**src/design/ffbc_pkg.sv**
```systemverilog
// ----------------------------------------------------------------------------
// ffbc_pkg
// Shared constants and transaction types of the flat-field and background
// correction unit.
// ----------------------------------------------------------------------------
package ffbc_pkg;

  // Pixel bits that take part in the arithmetic (8 to 16).
  localparam int PIXEL_BITS     = 16;
  // Fraction bits of the flat-field mean (0 to MEAN_W - PIXEL_BITS, so 0 to 8 at 16-bit pixels).
  localparam int MEAN_FRAC_BITS = 8;

  // Fixed widths of the port fields.
  localparam int PORT_PIX_W = 16;
  localparam int MEAN_W     = 24;
  localparam int CFG_IDX_W  = 2;
  localparam int CFG_DATA_W = 24;
  localparam int MODE_W     = 2;

  // Register indexes of the configuration port.
  localparam logic [CFG_IDX_W-1:0] CFG_IDX_MODE = CFG_IDX_W'(0);
  localparam logic [CFG_IDX_W-1:0] CFG_IDX_MEAN = CFG_IDX_W'(1);

  // Correction modes. The unused code behaves as background then flat field.
  localparam logic [MODE_W-1:0] MODE_BG_ONLY = MODE_W'(0);
  localparam logic [MODE_W-1:0] MODE_FF_ONLY = MODE_W'(1);
  localparam logic [MODE_W-1:0] MODE_BG_FF   = MODE_W'(2);

  localparam logic [MEAN_W-1:0] MEAN_RESET = MEAN_W'(1 << MEAN_FRAC_BITS);

  typedef struct packed {
    logic [PORT_PIX_W-1:0] raw_pixel;
    logic [PORT_PIX_W-1:0] offset_pixel;
    logic [PORT_PIX_W-1:0] gain_pixel;
    logic                  end_of_frame;
  } ffbc_in_t;

  typedef struct packed {
    logic [PORT_PIX_W-1:0] corrected_pixel;
    logic                  zero_gain;
    logic                  saturated;
    logic                  frame_end;
  } ffbc_out_t;

endpackage

```
**src/design/flat_field_background_correction_unit.sv**
```systemverilog
// ----------------------------------------------------------------------------
// flat_field_background_correction_unit
// Per-pixel background subtraction and flat-field gain correction with a
// pipelined fixed-point divider.
// ----------------------------------------------------------------------------
//
// The unit takes one transaction per clock when not stalled: a raw pixel with
// its background and flat-field pixels, and returns one corrected pixel per
// transaction in the same order. Mode 0 gives max(0, raw - offset), mode 1
// gives floor(mean * raw / gain) and mode 2 (and the unused code 3) gives
// floor(mean * max(0, raw - offset) / gain), where mean is the unsigned
// fixed-point flat-field mean register. A zero gain pixel in a flat-field
// mode yields 0 with zero_gain set; a quotient above the pixel range is
// clamped to all ones with saturated set. The end-of-frame mark travels with
// its pixel. Throughput is one transaction per cycle while the output is not
// stalled. Data passes the subtraction, product and divider setup registers,
// then the restoring divider, which resolves two quotient bits in each of its
// pipeline stages, and then the output register. Each stage has its own valid
// bit and the ready chain lets bubbles collapse, so an output stall only
// holds the stages that actually carry data. Configuration registers are
// written through a plain write port and should only change while the unit
// is empty.
//
module flat_field_background_correction_unit (
  input  logic                          clk_i,
  input  logic                          rst_ni,
  // Configuration write port.
  input  logic                          cfg_we_i,
  input  logic [ffbc_pkg::CFG_IDX_W-1:0]  cfg_idx_i,
  input  logic [ffbc_pkg::CFG_DATA_W-1:0] cfg_data_i,
  // Pixel input channel.
  input  logic                          in_valid_i,
  output logic                          in_ready_o,
  input  ffbc_pkg::ffbc_in_t            in_data_i,
  // Corrected pixel output channel.
  output logic                          out_valid_o,
  input  logic                          out_ready_i,
  output ffbc_pkg::ffbc_out_t           out_data_o
);
  import ffbc_pkg::*;

  localparam int PIX        = PIXEL_BITS;
  localparam int PROD_W     = MEAN_W + PIX;
  // The quotient is floor(P / (gain << FRAC)); bits of P above FRAC + PIX
  // form the initial partial remainder and decide saturation.
  localparam int TOP_W      = PROD_W - MEAN_FRAC_BITS - PIX;
  localparam int CMP_W      = (TOP_W > PIX) ? TOP_W : PIX;
  localparam int BITS_PER_STG = 2;
  localparam int DIV_STAGES = (PIX + BITS_PER_STG - 1) / BITS_PER_STG;

  typedef struct packed {
    logic [PIX-1:0] p;
    logic [PIX-1:0] gain;
    logic           use_ff;
    logic           eof;
  } pre_t;

  typedef struct packed {
    logic [PROD_W-1:0] prod;
    logic [PIX-1:0]    p;
    logic [PIX-1:0]    gain;
    logic              use_ff;
    logic              eof;
  } mul_t;

  typedef struct packed {
    logic [PIX-1:0] rem;
    logic [PIX-1:0] dvd;
    logic [PIX-1:0] quot;
    logic [PIX-1:0] p;
    logic [PIX-1:0] gain;
    logic           use_ff;
    logic           zg;
    logic           ovf;
    logic           eof;
  } div_t;

  // --------------------------------------------------------------------------
  // Configuration registers.
  // --------------------------------------------------------------------------
  logic [MODE_W-1:0] mode_q;
  logic [MEAN_W-1:0] mean_q;

  always_ff @(posedge clk_i or negedge rst_ni) begin
    if (!rst_ni) begin
      mode_q <= MODE_BG_FF;
      mean_q <= MEAN_RESET;
    end else if (cfg_we_i) begin
      unique case (cfg_idx_i)
        CFG_IDX_MODE: mode_q <= cfg_data_i[MODE_W-1:0];
        CFG_IDX_MEAN: mean_q <= cfg_data_i[MEAN_W-1:0];
        default: ;
      endcase
    end
  end

  // --------------------------------------------------------------------------
  // Valid bits and the ready chain. A stage takes new data when it is empty
  // or when the stage after it takes its current contents.
  // --------------------------------------------------------------------------
  logic                pre_vld_q, mul_vld_q, out_vld_q;
  logic [DIV_STAGES:0] div_vld_q;
  logic                pre_rdy, mul_rdy, out_rdy;
  logic [DIV_STAGES:0] div_rdy;

  assign out_rdy = !out_vld_q || out_ready_i;
  assign div_rdy[DIV_STAGES] = !div_vld_q[DIV_STAGES] || out_rdy;
  for (genvar k = 0; k < DIV_STAGES; k++) begin : g_rdy
    assign div_rdy[k] = !div_vld_q[k] || div_rdy[k+1];
  end
  assign mul_rdy = !mul_vld_q || div_rdy[0];
  assign pre_rdy = !pre_vld_q || mul_rdy;

  assign in_ready_o  = pre_rdy;
  assign out_valid_o = out_vld_q;

  always_ff @(posedge clk_i or negedge rst_ni) begin
    if (!rst_ni) begin
      pre_vld_q <= 1'b0;
      mul_vld_q <= 1'b0;
      div_vld_q <= '0;
      out_vld_q <= 1'b0;
    end else begin
      if (pre_rdy) pre_vld_q <= in_valid_i;
      if (mul_rdy) mul_vld_q <= pre_vld_q;
      if (div_rdy[0]) div_vld_q[0] <= mul_vld_q;
      for (int k = 1; k <= DIV_STAGES; k++) begin
        if (div_rdy[k]) div_vld_q[k] <= div_vld_q[k-1];
      end
      if (out_rdy) out_vld_q <= div_vld_q[DIV_STAGES];
    end
  end

  // --------------------------------------------------------------------------
  // Stage 1: background subtraction with clamp at zero, mode decode.
  // --------------------------------------------------------------------------
  pre_t           pre_d, pre_q;
  logic [PIX-1:0] raw_px, off_px;
  logic           use_bg;

  always_comb begin
    raw_px       = in_data_i.raw_pixel[PIX-1:0];
    off_px       = in_data_i.offset_pixel[PIX-1:0];
    use_bg       = (mode_q != MODE_FF_ONLY);
    pre_d.use_ff = (mode_q != MODE_BG_ONLY);
    pre_d.gain   = in_data_i.gain_pixel[PIX-1:0];
    pre_d.eof    = in_data_i.end_of_frame;
    if (use_bg) begin
      pre_d.p = (raw_px > off_px) ? (raw_px - off_px) : '0;
    end else begin
      pre_d.p = raw_px;
    end
  end

  always_ff @(posedge clk_i) begin
    if (pre_rdy && in_valid_i) pre_q <= pre_d;
  end

  // --------------------------------------------------------------------------
  // Stage 2: scale by the flat-field mean (exact product).
  // --------------------------------------------------------------------------
  mul_t mul_d, mul_q;

  always_comb begin
    mul_d.prod   = PROD_W'(mean_q) * PROD_W'(pre_q.p);
    mul_d.p      = pre_q.p;
    mul_d.gain   = pre_q.gain;
    mul_d.use_ff = pre_q.use_ff;
    mul_d.eof    = pre_q.eof;
  end

  always_ff @(posedge clk_i) begin
    if (mul_rdy && pre_vld_q) mul_q <= mul_d;
  end

  // --------------------------------------------------------------------------
  // Stage 3: saturation check and divider setup. When the upper product bits
  // are below the gain, the quotient fits the pixel range and those bits are
  // the first partial remainder.
  // --------------------------------------------------------------------------
  div_t             div_q [DIV_STAGES+1];
  div_t             init_d;
  logic [TOP_W-1:0] top_bits;

  always_comb begin
    top_bits      = mul_q.prod[PROD_W-1 -: TOP_W];
    init_d.ovf    = CMP_W'(top_bits) >= CMP_W'(mul_q.gain);
    init_d.zg     = (mul_q.gain == '0);
    init_d.rem    = top_bits[PIX-1:0];
    init_d.dvd    = mul_q.prod[MEAN_FRAC_BITS +: PIX];
    init_d.quot   = '0;
    init_d.p      = mul_q.p;
    init_d.gain   = mul_q.gain;
    init_d.use_ff = mul_q.use_ff;
    init_d.eof    = mul_q.eof;
  end

  always_ff @(posedge clk_i) begin
    if (div_rdy[0] && mul_vld_q) div_q[0] <= init_d;
  end

  // --------------------------------------------------------------------------
  // Divider stages: restoring division, two quotient bits per stage.
  // --------------------------------------------------------------------------
  for (genvar k = 0; k < DIV_STAGES; k++) begin : g_div
    div_t div_d;

    always_comb begin
      logic [PIX:0] part;
      logic         ge;
      div_d = div_q[k];
      for (int s = 0; s < BITS_PER_STG; s++) begin
        if (k * BITS_PER_STG + s < PIX) begin
          part       = {div_d.rem, div_d.dvd[PIX-1]};
          ge         = (part >= {1'b0, div_d.gain});
          div_d.rem  = ge ? PIX'(part - {1'b0, div_d.gain}) : part[PIX-1:0];
          div_d.dvd  = div_d.dvd << 1;
          div_d.quot = {div_d.quot[PIX-2:0], ge};
        end
      end
    end

    always_ff @(posedge clk_i) begin
      if (div_rdy[k+1] && div_vld_q[k]) div_q[k+1] <= div_d;
    end
  end

  // --------------------------------------------------------------------------
  // Output register: pick bypass, zero-gain, saturated or quotient result.
  // --------------------------------------------------------------------------
  ffbc_out_t out_d, out_q;
  div_t      fin;

  always_comb begin
    fin                   = div_q[DIV_STAGES];
    out_d.frame_end       = fin.eof;
    out_d.zero_gain       = 1'b0;
    out_d.saturated       = 1'b0;
    out_d.corrected_pixel = PORT_PIX_W'(fin.p);
    if (fin.use_ff) begin
      if (fin.zg) begin
        out_d.zero_gain       = 1'b1;
        out_d.corrected_pixel = '0;
      end else if (fin.ovf) begin
        out_d.saturated       = 1'b1;
        out_d.corrected_pixel = PORT_PIX_W'({PIX{1'b1}});
      end else begin
        out_d.corrected_pixel = PORT_PIX_W'(fin.quot);
      end
    end
  end

  always_ff @(posedge clk_i) begin
    if (out_rdy && div_vld_q[DIV_STAGES]) out_q <= out_d;
  end

  assign out_data_o = out_q;

endmodule
```
**config.mk**
```make
export PLATFORM = sky130hd
export DESIGN_NAME = flat_field_background_correction_unit
export DESIGN_NICKNAME = d
export VERILOG_FILES = /design/src/design/ffbc_pkg.sv /design/src/design/flat_field_background_correction_unit.sv
export SDC_FILE = /design/constraint.sdc
export NUM_CORES = 2
export LEC_CHECK = 0
export ABC_AREA = 1
export ABC_CLOCK_PERIOD_IN_PS = 12750
export BUFFER_PORTS_ARGS = -buffer_cell sky130_fd_sc_hd__clkbuf_2
export CAP_MARGIN = 20
export CORE_UTILIZATION = 52
export DETAILED_ROUTE_END_ITERATION = 16
export PLACE_DENSITY = 0.68
export SYNTH_ARGS = -nofsm -noshare
export SYNTH_HDL_FRONTEND = slang
export SYNTH_SLANG_ARGS = --single-unit
```
**constraint.sdc**
```tcl
create_clock -name clk_i -period 12.75 [get_ports clk_i]
set_input_delay 3.1875 -clock clk_i [delete_from_list [all_inputs] [get_ports clk_i]]
set_output_delay 3.1875 -clock clk_i [all_outputs]
set_load 0.02 [all_outputs]
```
# --- Word-level counts from Yosys, hierarchy flattened ---
# Memories as Yosys holds them, arrays and structs flattened.
# Cells that the tools add are included.
# Widths: inputs -> output; s select.
totals:
  register_bits: 165
  mem_count: 1
  inputBits: 80
  elab_cells: 151
  ram_bits: 756
op_classes:
  n_mul: 1
  n_eq_ne: 2
  muxes: 42
  order_cmp: 18
  n_reduce_logical: 42
  add_sub_neg: 17
  n_bitwise: 1
mem_list:
  columns: ["name", "depth", "word_bits", "read_ports", "rd_clocked_by_memory_dff", "write_ports", "line_no", "text"]
  rows:
  - ["div_q", 9, 84, 9, 0, 9, "flat_field_background_correction_unit.sv:181", "div_t div_q [DIV_STAGES+1];"]
op_table:
  columns: ["op", "n"]
  rows:
  - ["$mux 16", 20]
  - ["$ge 17x16->1", 16]
  - ["$sub 16x16->16", 17]
  - ["$mul 24x16->40", 1]
  - ["$mux 1", 21]
  - ["$mux 18", 1]
  - ["$ge 16x16->1", 1]
  - ["$gt 16x16->1", 1]
  - ["$logic_not 16->1", 1]
  - ["$logic_and 1x1->1", 12]
  - ["$logic_not 1->1", 12]
  - ["$logic_or 1x1->1", 12]
  - ["$reduce_and 2->1", 2]
  - ["$eq 2x1->1 const B", 1]
  - ["$logic_not 2->1", 1]
  - ["$ne 2x1->1 const B", 1]
  - ["$reduce_bool 2->1", 1]
  - ["$reduce_or 2->1", 1]
  - ["$not 1->1", 1]

# --- Longest topological paths before layout ---
depth:
  word_depth: 14
  ltp_mapped: 29
  ltp_nobuf: 27

# --- Worst setup path before layout ---
# Ideal clock, no wire load.
synth_path:
  path_type: "input to output"
  start: "input port out_ready_i"
  end: "output port in_ready_o"
  required_time_ps: 9562
  n_path_buf: 0
  t_arrival_ps: 4368
  stages: 8
  path_slack_ps: 5195
  cell_sequence: "nor2_1 -> nand3_1 -> nor2_1 -> inv_1 -> nor2_2 -> nand4_1 -> nor2_2 -> nand4_1"
synth_between:
  elab_chain_cells: 12
synth_rtl:
  columns: ["item", "line_no", "text"]
  rows:
  - ["from (decl)", "flat_field_background_correction_unit.sv:37", "input logic out_ready_i,"]
  - ["$logic_or 1x1->1", "flat_field_background_correction_unit.sv:106", "assign out_rdy = !out_vld_q || out_ready_i;"]
  - ["$logic_or 1x1->1", "flat_field_background_correction_unit.sv:107", "assign div_rdy[DIV_STAGES] = !div_vld_q[DIV_STAGES] || out_rdy;"]
  - ["$logic_or 1x1->1 (8 in a row)", "flat_field_background_correction_unit.sv:109", "assign div_rdy[k] = !div_vld_q[k] || div_rdy[k+1];"]
  - ["$logic_or 1x1->1", "flat_field_background_correction_unit.sv:111", "assign mul_rdy = !mul_vld_q || div_rdy[0];"]
  - ["$logic_or 1x1->1", "flat_field_background_correction_unit.sv:112", "assign pre_rdy = !pre_vld_q || mul_rdy;"]
  - ["to (decl)", "flat_field_background_correction_unit.sv:33", "output logic in_ready_o,"]
# No other way between the ends.

# --- Final worst setup path ---
# Same ends and word-level chain as after synthesis.

==> results_dict.tcl <==
set metrics [dict create \
    regArea_um2 21900 \
    max_freq_mhz 117 \
    status "finished, final reports clean" \
    reg2reg_slack_ns 6.35 \
    die-area_um2 106000 \
    drive_above_1_share 0.0727 \
    hpwl_mm 101 \
    grt.overflow.total 0 \
    drtAntennaViolNets 0 \
    cts_tree "built" \
    root_buffer "clkbuf_16" \
    fillers 9231 \
    synth_fp_nets 6892 \
    grt_pass1_wl_mm 207 \
    synth_area_leader_cell "edfxtp_1" \
    clkTransAtPathRegs_ns 0.07 \
    vias_per_cell 5.25 \
    ys.flop_type "edfxtp_1" \
    synth.top_cells.by_count "nand2_1 (1,807), inv_1 (1,102), edfxtp_1 (699)" \
    synth_area_um2 54200 \
    grt_max_degree 69 \
    gp_congestion 0.931 \
    synthCells 6094 \
    nets 6975 \
    yosysMostFrequentCell "nand2_1" \
    grt_pass1_vias 39400 \
    startpoint_type "input pin" \
    cap_violations 0 \
    synth_cell_type_count 60 \
    period_needed_ns 8.54 \
    worst_pin_slew_ns 0.967 \
    io_pins 101 \
    grt.total_usage 0.246 \
    drt_wl_total_mm 129 \
    rsz0062_at_grt "no" \
    cts-buffers-inserted 80 \
    hold_buffers 0 \
    setup_violations 0 \
    die_h_um 325 \
    post_cts_buffers 0 \
    grt_antenna_before_repair 6 \
    wl_per_cell_um 16.9 \
    ctsHtreeMaxLevel 3 \
    area_delta_synth_final_pct 8.44 \
    cp_max_fo 4 \
    async_reset_ff_frac 0.0516 \
    multiInputGateArea_um2 27400 \
    initial_core_util 0.524 \
    critPathRequiredTime_ns 9.56 \
    fin_tns_setup_ns 0 \
    end_kind "primary output" \
    cts_resized 0 \
    route.detailed.drc 0 \
    rows 118 \
    hold_path_class "reg -> reg" \
    drt-pass1-iter-count 5 \
    die_x_um 325 \
    slew_headroom 0.355 \
    vias 40000 \
    synth_area_leaders "edfxtp_1 (39%), nand2_1 (13%), fa_1 (12%)" \
    yosys_warnings 0 \
    insertion_delay_ns 0.66 \
    drt_iter0_markers 2651 \
    seq_area_frac_synth 0.405 \
    ctsLongestPathBuffers 3 \
    fin_crit_sh 0.670 \
    cts.sinks 737 \
    portBuffers 100 \
    avgSynthCellArea_um2 8.90 \
    arrival_ns 5.35 \
    core_area_um2 103000 \
    hold_violations 0 \
    synth_enable_flop_cells 699 \
    drv_slew 0 \
    worstSetupPathType "in -> out" \
    fin_skew_ns 0.0266 \
    synth-seq-cells 737 \
    synth_top_area_frac 0.387 \
]
routing by layer:
| layer | global-route usage | part of all wire |
|---|---|---|
| met4 | 0.0760 | 0.030 |
| met5 | 0 | 0.00010 |
| met1 | 0.331 | 0.44 |
| met2 | 0.417 | 0.48 |
| met3 | 0.0293 | 0.051 |
registers in the layout, indices dropped and copies added (netlist names):
register and cells:
div_q 580, pre_vld_q 1, div_vld_q 9, out_valid_o 1
mean_q 24, mul_vld_q 1, mul_d 34, out_data_o 19
mode_q 2, init_d 66
metrics by stage:
step,cells,hold WS [ns],util,instance area [µm²],setup slack [ns]
floorplan,6094,0.400,-,54200,5.19
global placement,7473,0.400,0.542,56100,4.25
detailed placement,7473,0.405,0.542,56100,4.22
CTS,7620,0.400,0.568,58800,4.21
global route,7623,0.412,0.568,58800,4.06
finish,7625,0.400,0.568,58800,4.21
worst max-delay path, cell delays in order:
cell      delay [ns]
clkbuf_2        0.10
nor2_1          0.22
nand3_1         0.17
nor2_1          0.27
inv_1           0.15
nor2_2          0.23
nand4_1         0.31
nor2_2          0.31
nand4_1         0.20
clkbuf_2        0.20
layout by cell type (no fill, tap or decap), types with 15 or more instances in the layout:
| cell type | netlist | final |
|---|---|---|
| a21o_1 | 35 | 35 |
| a21oi_1 | 269 | 269 |
| and2_1 | 15 | 15 |
| buf_4 | 15 | 34 |
| clkbuf_16 | 0 | 81 |
| clkbuf_2 | 1 | 100 |
| dfrtp_1 | 36 | 36 |
| edfxtp_1 | 699 | 699 |
| fa_1 | 321 | 321 |
| ha_1 | 397 | 397 |
| inv_1 | 1102 | 1097 |
| inv_2 | 21 | 26 |
| mux2_2 | 22 | 22 |
| nand2_1 | 1807 | 1807 |
| nand2_2 | 41 | 41 |
| nand3_1 | 322 | 322 |
| nand3b_1 | 25 | 25 |
| nand4_1 | 68 | 68 |
| nor2_1 | 251 | 245 |
| nor3_1 | 22 | 22 |
| o21ai_0 | 138 | 138 |
| o22ai_1 | 16 | 16 |
| or2_2 | 34 | 34 |
| xnor2_1 | 69 | 69 |
| xor2_1 | 105 | 105 |
path summary, 6_finish.rpt:
| check | end | depth (start not counted) | startpoint |
|---|---|---|---|
| min reg2reg | div_q[0][56] | 0 | init_d[56] |
| min | div_q[0][56] | 0 | init_d[56] |
| max | in_ready_o | 10 | out_ready_i |
| max reg2reg | init_d[71] | 23 | mean_q[7] |
| max in group asynchronous | div_vld_q[6] | 2 | rst_ni |
| min in group asynchronous | mean_q[5] | 2 | rst_ni |
cell families after synthesis:
family,after synthesis,synth area share
xor+xnor,174,0.0281
simple gates,2638,0.206
buf+inv,1262,0.0911
mux,22,0.00457
fa+ha+maj,718,0.210
flops,737,0.405
compound gates,543,0.0558
layout make-up:
type | count | area share
Clock inverter | 51 | 0.00978
Multi-Input combinational cell | 4095 | 0.466
Sequential cell | 737 | 0.373
Inverter | 1127 | 0.0720
Clock buffer | 96 | 0.0364
Antenna cell | 3 | 0.000128
Timing Repair Buffer | 136 | 0.0134
Tap cell | 1380 | 0.0294
Power is left out: the tool's default activity adds up to more than one toggle a clock period on the data nets, which glitch-free logic cannot reach.
